### src/sv/lfps_pkg.sv
// Package with constants, register indexes and helper functions of the steering block.
`default_nettype none

package lfps_pkg;

    localparam int GAIN_W  = 24;
    localparam int SPEED_W = 8;
    localparam int ERR_W   = 4;
    localparam int INTEG_W = 16;
    localparam int CFG_IDX_W = 2;

    // Register indexes on the configuration port.
    localparam logic [CFG_IDX_W-1:0] REG_KP_GAIN    = 2'd0;
    localparam logic [CFG_IDX_W-1:0] REG_KI_GAIN    = 2'd1;
    localparam logic [CFG_IDX_W-1:0] REG_KD_GAIN    = 2'd2;
    localparam logic [CFG_IDX_W-1:0] REG_BASE_SPEED = 2'd3;

    // Command codes.
    localparam logic CMD_SAMPLE = 1'b0;
    localparam logic CMD_CLEAR  = 1'b1;

    // Reset values of the configuration registers.
    localparam logic [GAIN_W-1:0]         KP_RESET   = 24'd196608;
    localparam logic [GAIN_W-1:0]         KI_RESET   = 24'd524;
    localparam logic [GAIN_W-1:0]         KD_RESET   = 24'd393216;
    localparam logic signed [SPEED_W-1:0] BASE_RESET = 8'sd40;

    localparam logic signed [SPEED_W-1:0] SPEED_LIMIT = 8'sd80;
    localparam logic signed [INTEG_W:0]   INTEG_MAX   = 17'sd32767;
    localparam logic signed [INTEG_W:0]   INTEG_MIN   = -17'sd32767;

    // Sensor pattern to line position error. All sensors high keeps the
    // sign of the previous error at full magnitude; unknown patterns keep
    // the previous error.
    function automatic logic signed [ERR_W-1:0] decode_error(
        input logic [3:0]              bits,
        input logic signed [ERR_W-1:0] prev
    );
        logic signed [ERR_W-1:0] e;
        e = prev;
        case (bits)
            4'd15:   e = prev[ERR_W-1] ? -4'sd7 : 4'sd7;
            4'd14:   e = 4'sd5;
            4'd13:   e = 4'sd5;
            4'd12:   e = 4'sd3;
            4'd8:    e = 4'sd1;
            4'd9:    e = 4'sd0;
            4'd1:    e = -4'sd1;
            4'd3:    e = -4'sd3;
            4'd7:    e = -4'sd5;
            4'd11:   e = -4'sd5;
            default: e = prev;
        endcase
        return e;
    endfunction

    // Clamp a 9-bit signed speed sum to the motor range.
    function automatic logic signed [SPEED_W-1:0] clamp_speed(
        input logic signed [SPEED_W:0] v
    );
        logic signed [SPEED_W:0] hi;
        logic signed [SPEED_W:0] lo;
        logic signed [SPEED_W-1:0] r;
        hi = {SPEED_LIMIT[SPEED_W-1], SPEED_LIMIT};
        lo = -hi;
        if (v > hi) begin
            r = SPEED_LIMIT;
        end else if (v < lo) begin
            r = -SPEED_LIMIT;
        end else begin
            r = v[SPEED_W-1:0];
        end
        return r;
    endfunction

endpackage

`default_nettype wire

### src/sv/line_follow_pid_steering.sv
// Top level of the line follower PID steering block.
`default_nettype none

// Line follower PID steering. Each input beat carries a command and four
// infrared sensor levels; each one yields exactly one result beat with the
// left and right motor setpoints, the clamped steering drive and the decoded
// position error. A sample command decodes the sensors, advances the
// saturating integral and takes the derivative against the previous error;
// a clear command zeroes the controller state and returns a zero drive. The
// controller state is updated in the cycle a beat is accepted, so a new beat
// can be taken on every clock while the first stage is ready. The decode is
// registered at the accepting edge, then come the multiply, the sum, the
// truncate and clamp, and the speed mix, one register each, and the last
// presents the result beat. The pipeline carries one beat per cycle as long
// as results are taken; while a result waits, up to four further beats can
// enter until every stage is full. The gains and the base speed are written
// on the configuration port, which is always ready; they are meant to change
// only while no beat is in flight.
module line_follow_pid_steering (
    input  wire logic                                   aclk,
    input  wire logic                                   aresetn,
    // Configuration write channel.
    input  wire logic                                   cfg_valid,
    output      logic                                   cfg_ready,
    input  wire logic [lfps_pkg::CFG_IDX_W-1:0]         cfg_index,
    input  wire logic [lfps_pkg::GAIN_W-1:0]            cfg_data,
    // Sample channel.
    input  wire logic                                   s_valid,
    output      logic                                   s_ready,
    input  wire logic                                   s_cmd,
    input  wire logic [3:0]                             s_sensor_bits,
    // Result channel.
    output      logic                                   m_valid,
    input  wire logic                                   m_ready,
    output      logic signed [lfps_pkg::SPEED_W-1:0]    m_left_speed,
    output      logic signed [lfps_pkg::SPEED_W-1:0]    m_right_speed,
    output      logic signed [lfps_pkg::SPEED_W-1:0]    m_drive,
    output      logic signed [lfps_pkg::ERR_W-1:0]      m_position_error
);

    localparam int ERR_W   = lfps_pkg::ERR_W;
    localparam int INTEG_W = lfps_pkg::INTEG_W;
    localparam int GAIN_W  = lfps_pkg::GAIN_W;
    localparam int SPEED_W = lfps_pkg::SPEED_W;
    localparam int PP_W    = GAIN_W + 1 + ERR_W;        // kp * error
    localparam int PI_W    = GAIN_W + 1 + INTEG_W;      // ki * integral
    localparam int PD_W    = GAIN_W + 1 + ERR_W + 1;    // kd * derivative
    localparam int ACC_W   = PI_W + 1;
    localparam int MAG_W   = ACC_W - 16;

    // Configuration registers.
    logic [GAIN_W-1:0]         kp_reg;
    logic [GAIN_W-1:0]         ki_reg;
    logic [GAIN_W-1:0]         kd_reg;
    logic signed [SPEED_W-1:0] base_reg;

    // Controller state.
    logic signed [ERR_W-1:0]   last_error_reg;
    logic signed [INTEG_W-1:0] integral_reg;

    // Pipeline valid bits and stage readiness.
    logic v1_reg, v2_reg, v3_reg, v4_reg, m_valid_reg;
    logic rdy1, rdy2, rdy3, rdy4, out_rdy;
    logic s_fire;

    // Stage payloads.
    logic signed [ERR_W-1:0]   err1_reg;
    logic signed [INTEG_W-1:0] integ1_reg;
    logic signed [ERR_W:0]     deriv1_reg;
    logic signed [PP_W-1:0]    pp2_reg;
    logic signed [PI_W-1:0]    pi2_reg;
    logic signed [PD_W-1:0]    pd2_reg;
    logic signed [ERR_W-1:0]   err2_reg;
    logic signed [ACC_W-1:0]   acc3_reg;
    logic signed [ERR_W-1:0]   err3_reg;
    logic signed [SPEED_W-1:0] drive4_reg;
    logic signed [ERR_W-1:0]   err4_reg;
    logic signed [SPEED_W-1:0] left_reg;
    logic signed [SPEED_W-1:0] right_reg;
    logic signed [SPEED_W-1:0] drive_reg;
    logic signed [ERR_W-1:0]   err_reg;

    // Decode and state update logic.
    logic signed [ERR_W-1:0]   err_next;
    logic signed [INTEG_W:0]   isum;
    logic signed [INTEG_W-1:0] integ_next;
    logic signed [ERR_W:0]     deriv_next;
    logic                      is_clear;

    // Drive logic.
    logic [ACC_W-1:0]          acc_abs;
    logic [MAG_W-1:0]          mag;
    logic [SPEED_W-1:0]        mag_sat;
    logic signed [SPEED_W-1:0] drive_next;
    logic signed [SPEED_W:0]   lsum;
    logic signed [SPEED_W:0]   rsum;

    assign cfg_ready = 1'b1;

    // Each stage takes a beat when it is empty or its content moves on.
    assign out_rdy = !m_valid_reg || m_ready;
    assign rdy4    = !v4_reg || out_rdy;
    assign rdy3    = !v3_reg || rdy4;
    assign rdy2    = !v2_reg || rdy3;
    assign rdy1    = !v1_reg || rdy2;
    assign s_ready = rdy1;
    assign s_fire  = s_valid && rdy1;

    always_ff @(posedge aclk) begin
        if (!aresetn) begin
            kp_reg   <= lfps_pkg::KP_RESET;
            ki_reg   <= lfps_pkg::KI_RESET;
            kd_reg   <= lfps_pkg::KD_RESET;
            base_reg <= lfps_pkg::BASE_RESET;
        end else if (cfg_valid) begin
            case (cfg_index)
                lfps_pkg::REG_KP_GAIN:    kp_reg   <= cfg_data;
                lfps_pkg::REG_KI_GAIN:    ki_reg   <= cfg_data;
                lfps_pkg::REG_KD_GAIN:    kd_reg   <= cfg_data;
                lfps_pkg::REG_BASE_SPEED: base_reg <= cfg_data[SPEED_W-1:0];
                default: ;
            endcase
        end
    end

    // Stage one: decode the sensors and advance the state. A clear beat
    // forces every term to zero, so the rest of the pipeline needs no
    // special path for it.
    always_comb begin
        is_clear = (s_cmd == lfps_pkg::CMD_CLEAR);
        err_next = lfps_pkg::decode_error(s_sensor_bits, last_error_reg);
        isum     = {integral_reg[INTEG_W-1], integral_reg}
                 + {{(INTEG_W + 1 - ERR_W){err_next[ERR_W-1]}}, err_next};
        if (isum > lfps_pkg::INTEG_MAX) begin
            integ_next = lfps_pkg::INTEG_MAX[INTEG_W-1:0];
        end else if (isum < lfps_pkg::INTEG_MIN) begin
            integ_next = lfps_pkg::INTEG_MIN[INTEG_W-1:0];
        end else begin
            integ_next = isum[INTEG_W-1:0];
        end
        deriv_next = {err_next[ERR_W-1], err_next}
                   - {last_error_reg[ERR_W-1], last_error_reg};
        if (is_clear) begin
            err_next   = '0;
            integ_next = '0;
            deriv_next = '0;
        end
    end

    always_ff @(posedge aclk) begin
        if (!aresetn) begin
            last_error_reg <= '0;
            integral_reg   <= '0;
        end else if (s_fire) begin
            last_error_reg <= err_next;
            integral_reg   <= integ_next;
        end
    end

    always_ff @(posedge aclk) begin
        if (rdy1) begin
            err1_reg   <= err_next;
            integ1_reg <= integ_next;
            deriv1_reg <= deriv_next;
        end
    end

    // Stage two: the three gain products, each at most 25 by 16 bits.
    always_ff @(posedge aclk) begin
        if (rdy2) begin
            pp2_reg  <= $signed({1'b0, kp_reg}) * err1_reg;
            pi2_reg  <= $signed({1'b0, ki_reg}) * integ1_reg;
            pd2_reg  <= $signed({1'b0, kd_reg}) * deriv1_reg;
            err2_reg <= err1_reg;
        end
    end

    // Stage three: the Q16 sum of the three terms.
    always_ff @(posedge aclk) begin
        if (rdy3) begin
            acc3_reg <= {{(ACC_W - PP_W){pp2_reg[PP_W-1]}}, pp2_reg}
                      + {{(ACC_W - PI_W){pi2_reg[PI_W-1]}}, pi2_reg}
                      + {{(ACC_W - PD_W){pd2_reg[PD_W-1]}}, pd2_reg};
            err3_reg <= err2_reg;
        end
    end

    // Stage four: drop the fraction toward zero, then clamp the magnitude.
    always_comb begin
        acc_abs = acc3_reg[ACC_W-1] ? (~acc3_reg + 1'b1) : acc3_reg;
        mag     = acc_abs[ACC_W-1:16];
        if (mag > MAG_W'(lfps_pkg::SPEED_LIMIT)) begin
            mag_sat = lfps_pkg::SPEED_LIMIT;
        end else begin
            mag_sat = mag[SPEED_W-1:0];
        end
        drive_next = acc3_reg[ACC_W-1] ? $signed(8'd0 - mag_sat) : $signed(mag_sat);
    end

    always_ff @(posedge aclk) begin
        if (rdy4) begin
            drive4_reg <= drive_next;
            err4_reg   <= err3_reg;
        end
    end

    // Output stage: mix the drive into the two motor setpoints.
    always_comb begin
        lsum = {base_reg[SPEED_W-1], base_reg} + {drive4_reg[SPEED_W-1], drive4_reg};
        rsum = {base_reg[SPEED_W-1], base_reg} - {drive4_reg[SPEED_W-1], drive4_reg};
    end

    always_ff @(posedge aclk) begin
        if (out_rdy) begin
            left_reg  <= lfps_pkg::clamp_speed(lsum);
            right_reg <= lfps_pkg::clamp_speed(rsum);
            drive_reg <= drive4_reg;
            err_reg   <= err4_reg;
        end
    end

    always_ff @(posedge aclk) begin
        if (!aresetn) begin
            v1_reg      <= 1'b0;
            v2_reg      <= 1'b0;
            v3_reg      <= 1'b0;
            v4_reg      <= 1'b0;
            m_valid_reg <= 1'b0;
        end else begin
            if (rdy1) begin
                v1_reg <= s_valid;
            end
            if (rdy2) begin
                v2_reg <= v1_reg;
            end
            if (rdy3) begin
                v3_reg <= v2_reg;
            end
            if (rdy4) begin
                v4_reg <= v3_reg;
            end
            if (out_rdy) begin
                m_valid_reg <= v4_reg;
            end
        end
    end

    assign m_valid          = m_valid_reg;
    assign m_left_speed     = left_reg;
    assign m_right_speed    = right_reg;
    assign m_drive          = drive_reg;
    assign m_position_error = err_reg;

endmodule

`default_nettype wire

### config.mk
export PLATFORM = sky130hd
export DESIGN_NAME = line_follow_pid_steering
export DESIGN_NICKNAME = d
export VERILOG_FILES = /design/src/sv/lfps_pkg.sv /design/src/sv/line_follow_pid_steering.sv
export SDC_FILE = /design/constraint.sdc
export NUM_CORES = 2
export LEC_CHECK = 0
export BUFFER_PORTS_ARGS = -buffer_cell sky130_fd_sc_hd__buf_2
export CORE_ASPECT_RATIO = 0.6
export CORE_UTILIZATION = 43
export CTS_BUF_LIST = sky130_fd_sc_hd__clkbuf_8
export CTS_CLUSTER_SIZE = 40
export DETAILED_ROUTE_END_ITERATION = 10
export PLACE_DENSITY = 0.7
export REMOVE_ABC_BUFFERS = 1
export SLEW_MARGIN = 20
export SYNTH_ARGS = -nofsm -noshare
export SYNTH_HDL_FRONTEND = slang
export SYNTH_SLANG_ARGS = --single-unit
### constraint.sdc
create_clock -name aclk -period 6.7 [get_ports aclk]
set_input_delay 1.005 -clock aclk [delete_from_list [all_inputs] [get_ports aclk]]
set_output_delay 1.005 -clock aclk [all_outputs]
set_load 0.1 [all_outputs]
==> flow_metrics.tcl <==
set metrics [dict create \
    status "finished, final reports clean" \
    peakVddDrop_uv 223 \
    critPathSlowestCell "fa_1" \
    wirelength_mm 96.3 \
    start_util 0.436 \
    routed-via-count 26778 \
    relSlewSlack 0.298 \
    synth_top_family_by_area "adder cells" \
    final_nets 4753 \
    netlist_area_mm2 0.0356 \
    use_met3 0.0973 \
    worstPathRequired_ps 7080 \
    setup_tns_ps 0 \
    swShare 0.418 \
    wire_per_inst_um 19.1 \
    cts_buffers 50 \
    die_y_um 225 \
    critPathMaxFanout 5 \
    worst_pin_slew_ps 1050 \
    hold_class "reg -> reg" \
    grt.busiest_layer "met1" \
    grt_max_degree 91 \
    layout-drive-gt1-share 0.105 \
    whs_ps 417 \
    htreeDepth 2 \
    cts_root_buffer "clkbuf_8" \
    synth-compound-area-share 0.104 \
    yosysMostFrequentCell "inv_1" \
    worst_setup_path_start_kind "register" \
    hp-start "err4_reg[2]" \
    cts_tree "done" \
    die_area_mm2 0.0840 \
    synth_top_area_frac 0.261 \
    largest_reg_flops 42 \
    critPathMaxStageDelay_ps 540 \
    port_buffers 65 \
    pwr-share-seq 0.334 \
    core.rowCount 81 \
    final.period_utilization 0.999 \
    p_int_uw 5180 \
    worst_path_most_repeated_cell "fa_1" \
    worstPathCellList "buf_4, and2_4, fa_1, inv_1, fa_1, fa_1, inv_1, fa_1, fa_1, inv_1, fa_1, inv_1, ha_1, a21o_1, a41o_1, a311oi_2, buf_4, o31ai_4, o221ai_4, o21ai_2, o2111a_1, buf_4, o2111a_1, a211o_1" \
    synth-simple-area-share 0.166 \
    worstSetupPathType "reg -> reg" \
    rsz0062_at_grt "true" \
    async_flop_share 0 \
    skew_ps 46.2 \
    ys.flop_type "edfxtp_1" \
    power.total_uw 8900 \
    hpwl_mm 77.9 \
    cts.sinks 320 \
    fmax_mhz 149 \
    synth-adder-area-share 0.378 \
    netlist_top_cells_area "fa_1 (26%), edfxtp_1 (18%), ha_1 (12%), dfxtp_1 (5.9%), inv_1 (5.9%)" \
    synth-warning-count 0 \
    clk_pin_slew_ps 70 \
    muxShareOfSynthArea 0.00116 \
    startpoint "integ1_reg[6]" \
    drc_errors 0 \
    grt_overflow 0 \
    critPathCaptureType "register" \
    leakagePower_uw 0.0193 \
    antenna_found_initial 7 \
    grt_pass1_vias 26062 \
    power.switching_uw 3720 \
    synth_cells 3743 \
    grt_usage 0.231 \
    boundaryPins 67 \
    synth_edf_count 215 \
    holdBufCountCts 0 \
    netlist_top_cells_count "inv_1 (560), nand2_1 (517), fa_1 (464), ha_1 (332), and2_1 (259)" \
    area_growth_syn_to_layout_pct 11.3 \
    insertion_delay_ps 660 \
    grt_pass1_wl_mm 151 \
    drt_iter0_drc 2348 \
    gp_congestion 0.974 \
    fin_util 0.485 \
    combPwrFrac 0.471 \
    path_delay_family "adder cells" \
    finalHoldViolations 0 \
    ys_seq_elements 320 \
    yosysTopAreaCell "fa_1" \
    vias_per_cell 5.32 \
    drv_slew 0 \
    power_density_mw_per_mm2 225 \
    syn_avg_cell_area_um2 9.52 \
    min_period_ps 6700 \
    setup_viol 0 \
    arrival_ps 7070 \
    use_met1 0.366 \
    grt_use_met2 0.286 \
    core_mm2 0.0817 \
    maxCapViolCount 0 \
    antenna_left 0 \
    synth.lib_cells_used.distinct 87 \
    worst-path-buf-inv 7 \
    clockBufferDepth 3 \
    r2r_start "integ1_reg[6]" \
    synth_xor_area_frac 0.0366 \
    die_x_um 374 \
    ys_seq_area_frac 0.240 \
    first_pass_iters 5 \
    p_clk_frac 0.195 \
]
==> power by group through the flow <==
stage               clock [µW]  sequential, µW  combinational [µW]
floorplan                    0            3180                2520
global placement             0            3010                3920
detailed placement           0            3010                4010
CTS                       1770            2970                4070
global route              1870            3010                4640
finish                    1740            2970                4190
==> placed cells by master (no fill, tap or decap), drive strengths merged, types with 11 or more instances in the layout <==
| cell type | n |
|---|---|
| a211oi | 24 |
| a21boi | 81 |
| a21o | 70 |
| a21oi | 151 |
| a31oi | 13 |
| and2 | 260 |
| and3 | 15 |
| buf | 260 |
| clkbuf | 54 |
| clkinv | 16 |
| dfxtp | 105 |
| edfxtp | 215 |
| fa | 464 |
| ha | 332 |
| inv | 578 |
| nand2 | 517 |
| nand2b | 68 |
| nand3 | 42 |
| nand4 | 15 |
| nor2 | 147 |
| nor2b | 34 |
| nor3 | 34 |
| nor4 | 19 |
| o211ai | 11 |
| o21a | 23 |
| o21ai | 95 |
| o21bai | 26 |
| o31ai | 11 |
| or2 | 14 |
| or3 | 16 |
| xnor2 | 110 |
| xor2 | 39 |
==> stage by stage <==
stage / cells / setup slack [ps] / instance area (µm²)
after floorplan: 3609 / 0.504 / 35100
after global placement: 4931 / -298 / 38200
after detailed placement: 4931 / -295 / 38200
after CTS: 5029 / 1.22 / 39400
after global routing: 5037 / -152 / 39600
final: 5038 / 4.23 / 39600
==> routing by layer <==
layer	wire length (µm)	vias to the layer above	part of all wire
met2	34300	1242	0.36
met3	13900	88	0.14
met4	1280	0	0.013
met5	0	-	0
met1	46800	12935	0.49
li1	-	12513	-
==> area by class of cell <==
class / instances / area [µm²]
well taps: 1079 / 1350
clock buffers: 54 / 743
diodes: 1 / 2.50
clock inverters: 35 / 246
fillers: 7589 / 42100
multi-input cells: 2727 / 24700
repair buffers: 260 / 1960
flip-flops and latches: 320 / 8570
inverters: 562 / 2110
==> cells by family after synthesis <==
| group | after synthesis |
|---|---|
| other | 1 |
| and+or+nand+nor | 1209 |
| DFF | 320 |
| buffers and inverters | 696 |
| muxes | 4 |
| AOI/OAI and AO/OA | 566 |
| xor gates and xnor gates | 149 |
| adders and majority gates | 798 |
==> path summary, 6_finish.rpt <==
| check | end | slack (ps) | cells after the start |
|---|---|---|---|
| max | pi2_reg[39] | 4 | 24 |
| min reg2reg | m_position_error[2] | 420 | 0 |
| min | m_position_error[2] | 420 | 0 |
| max reg2reg | pi2_reg[39] | 4 | 24 |
==> what timing repair did <==
item                       CTS  global route
setup endpoints to repair    8            11
resized for setup           33            46
gates cloned                 0             0
pin swaps                   20            23
setup buffers               10             8
Note: power is estimated with default switching activity, not from simulation.
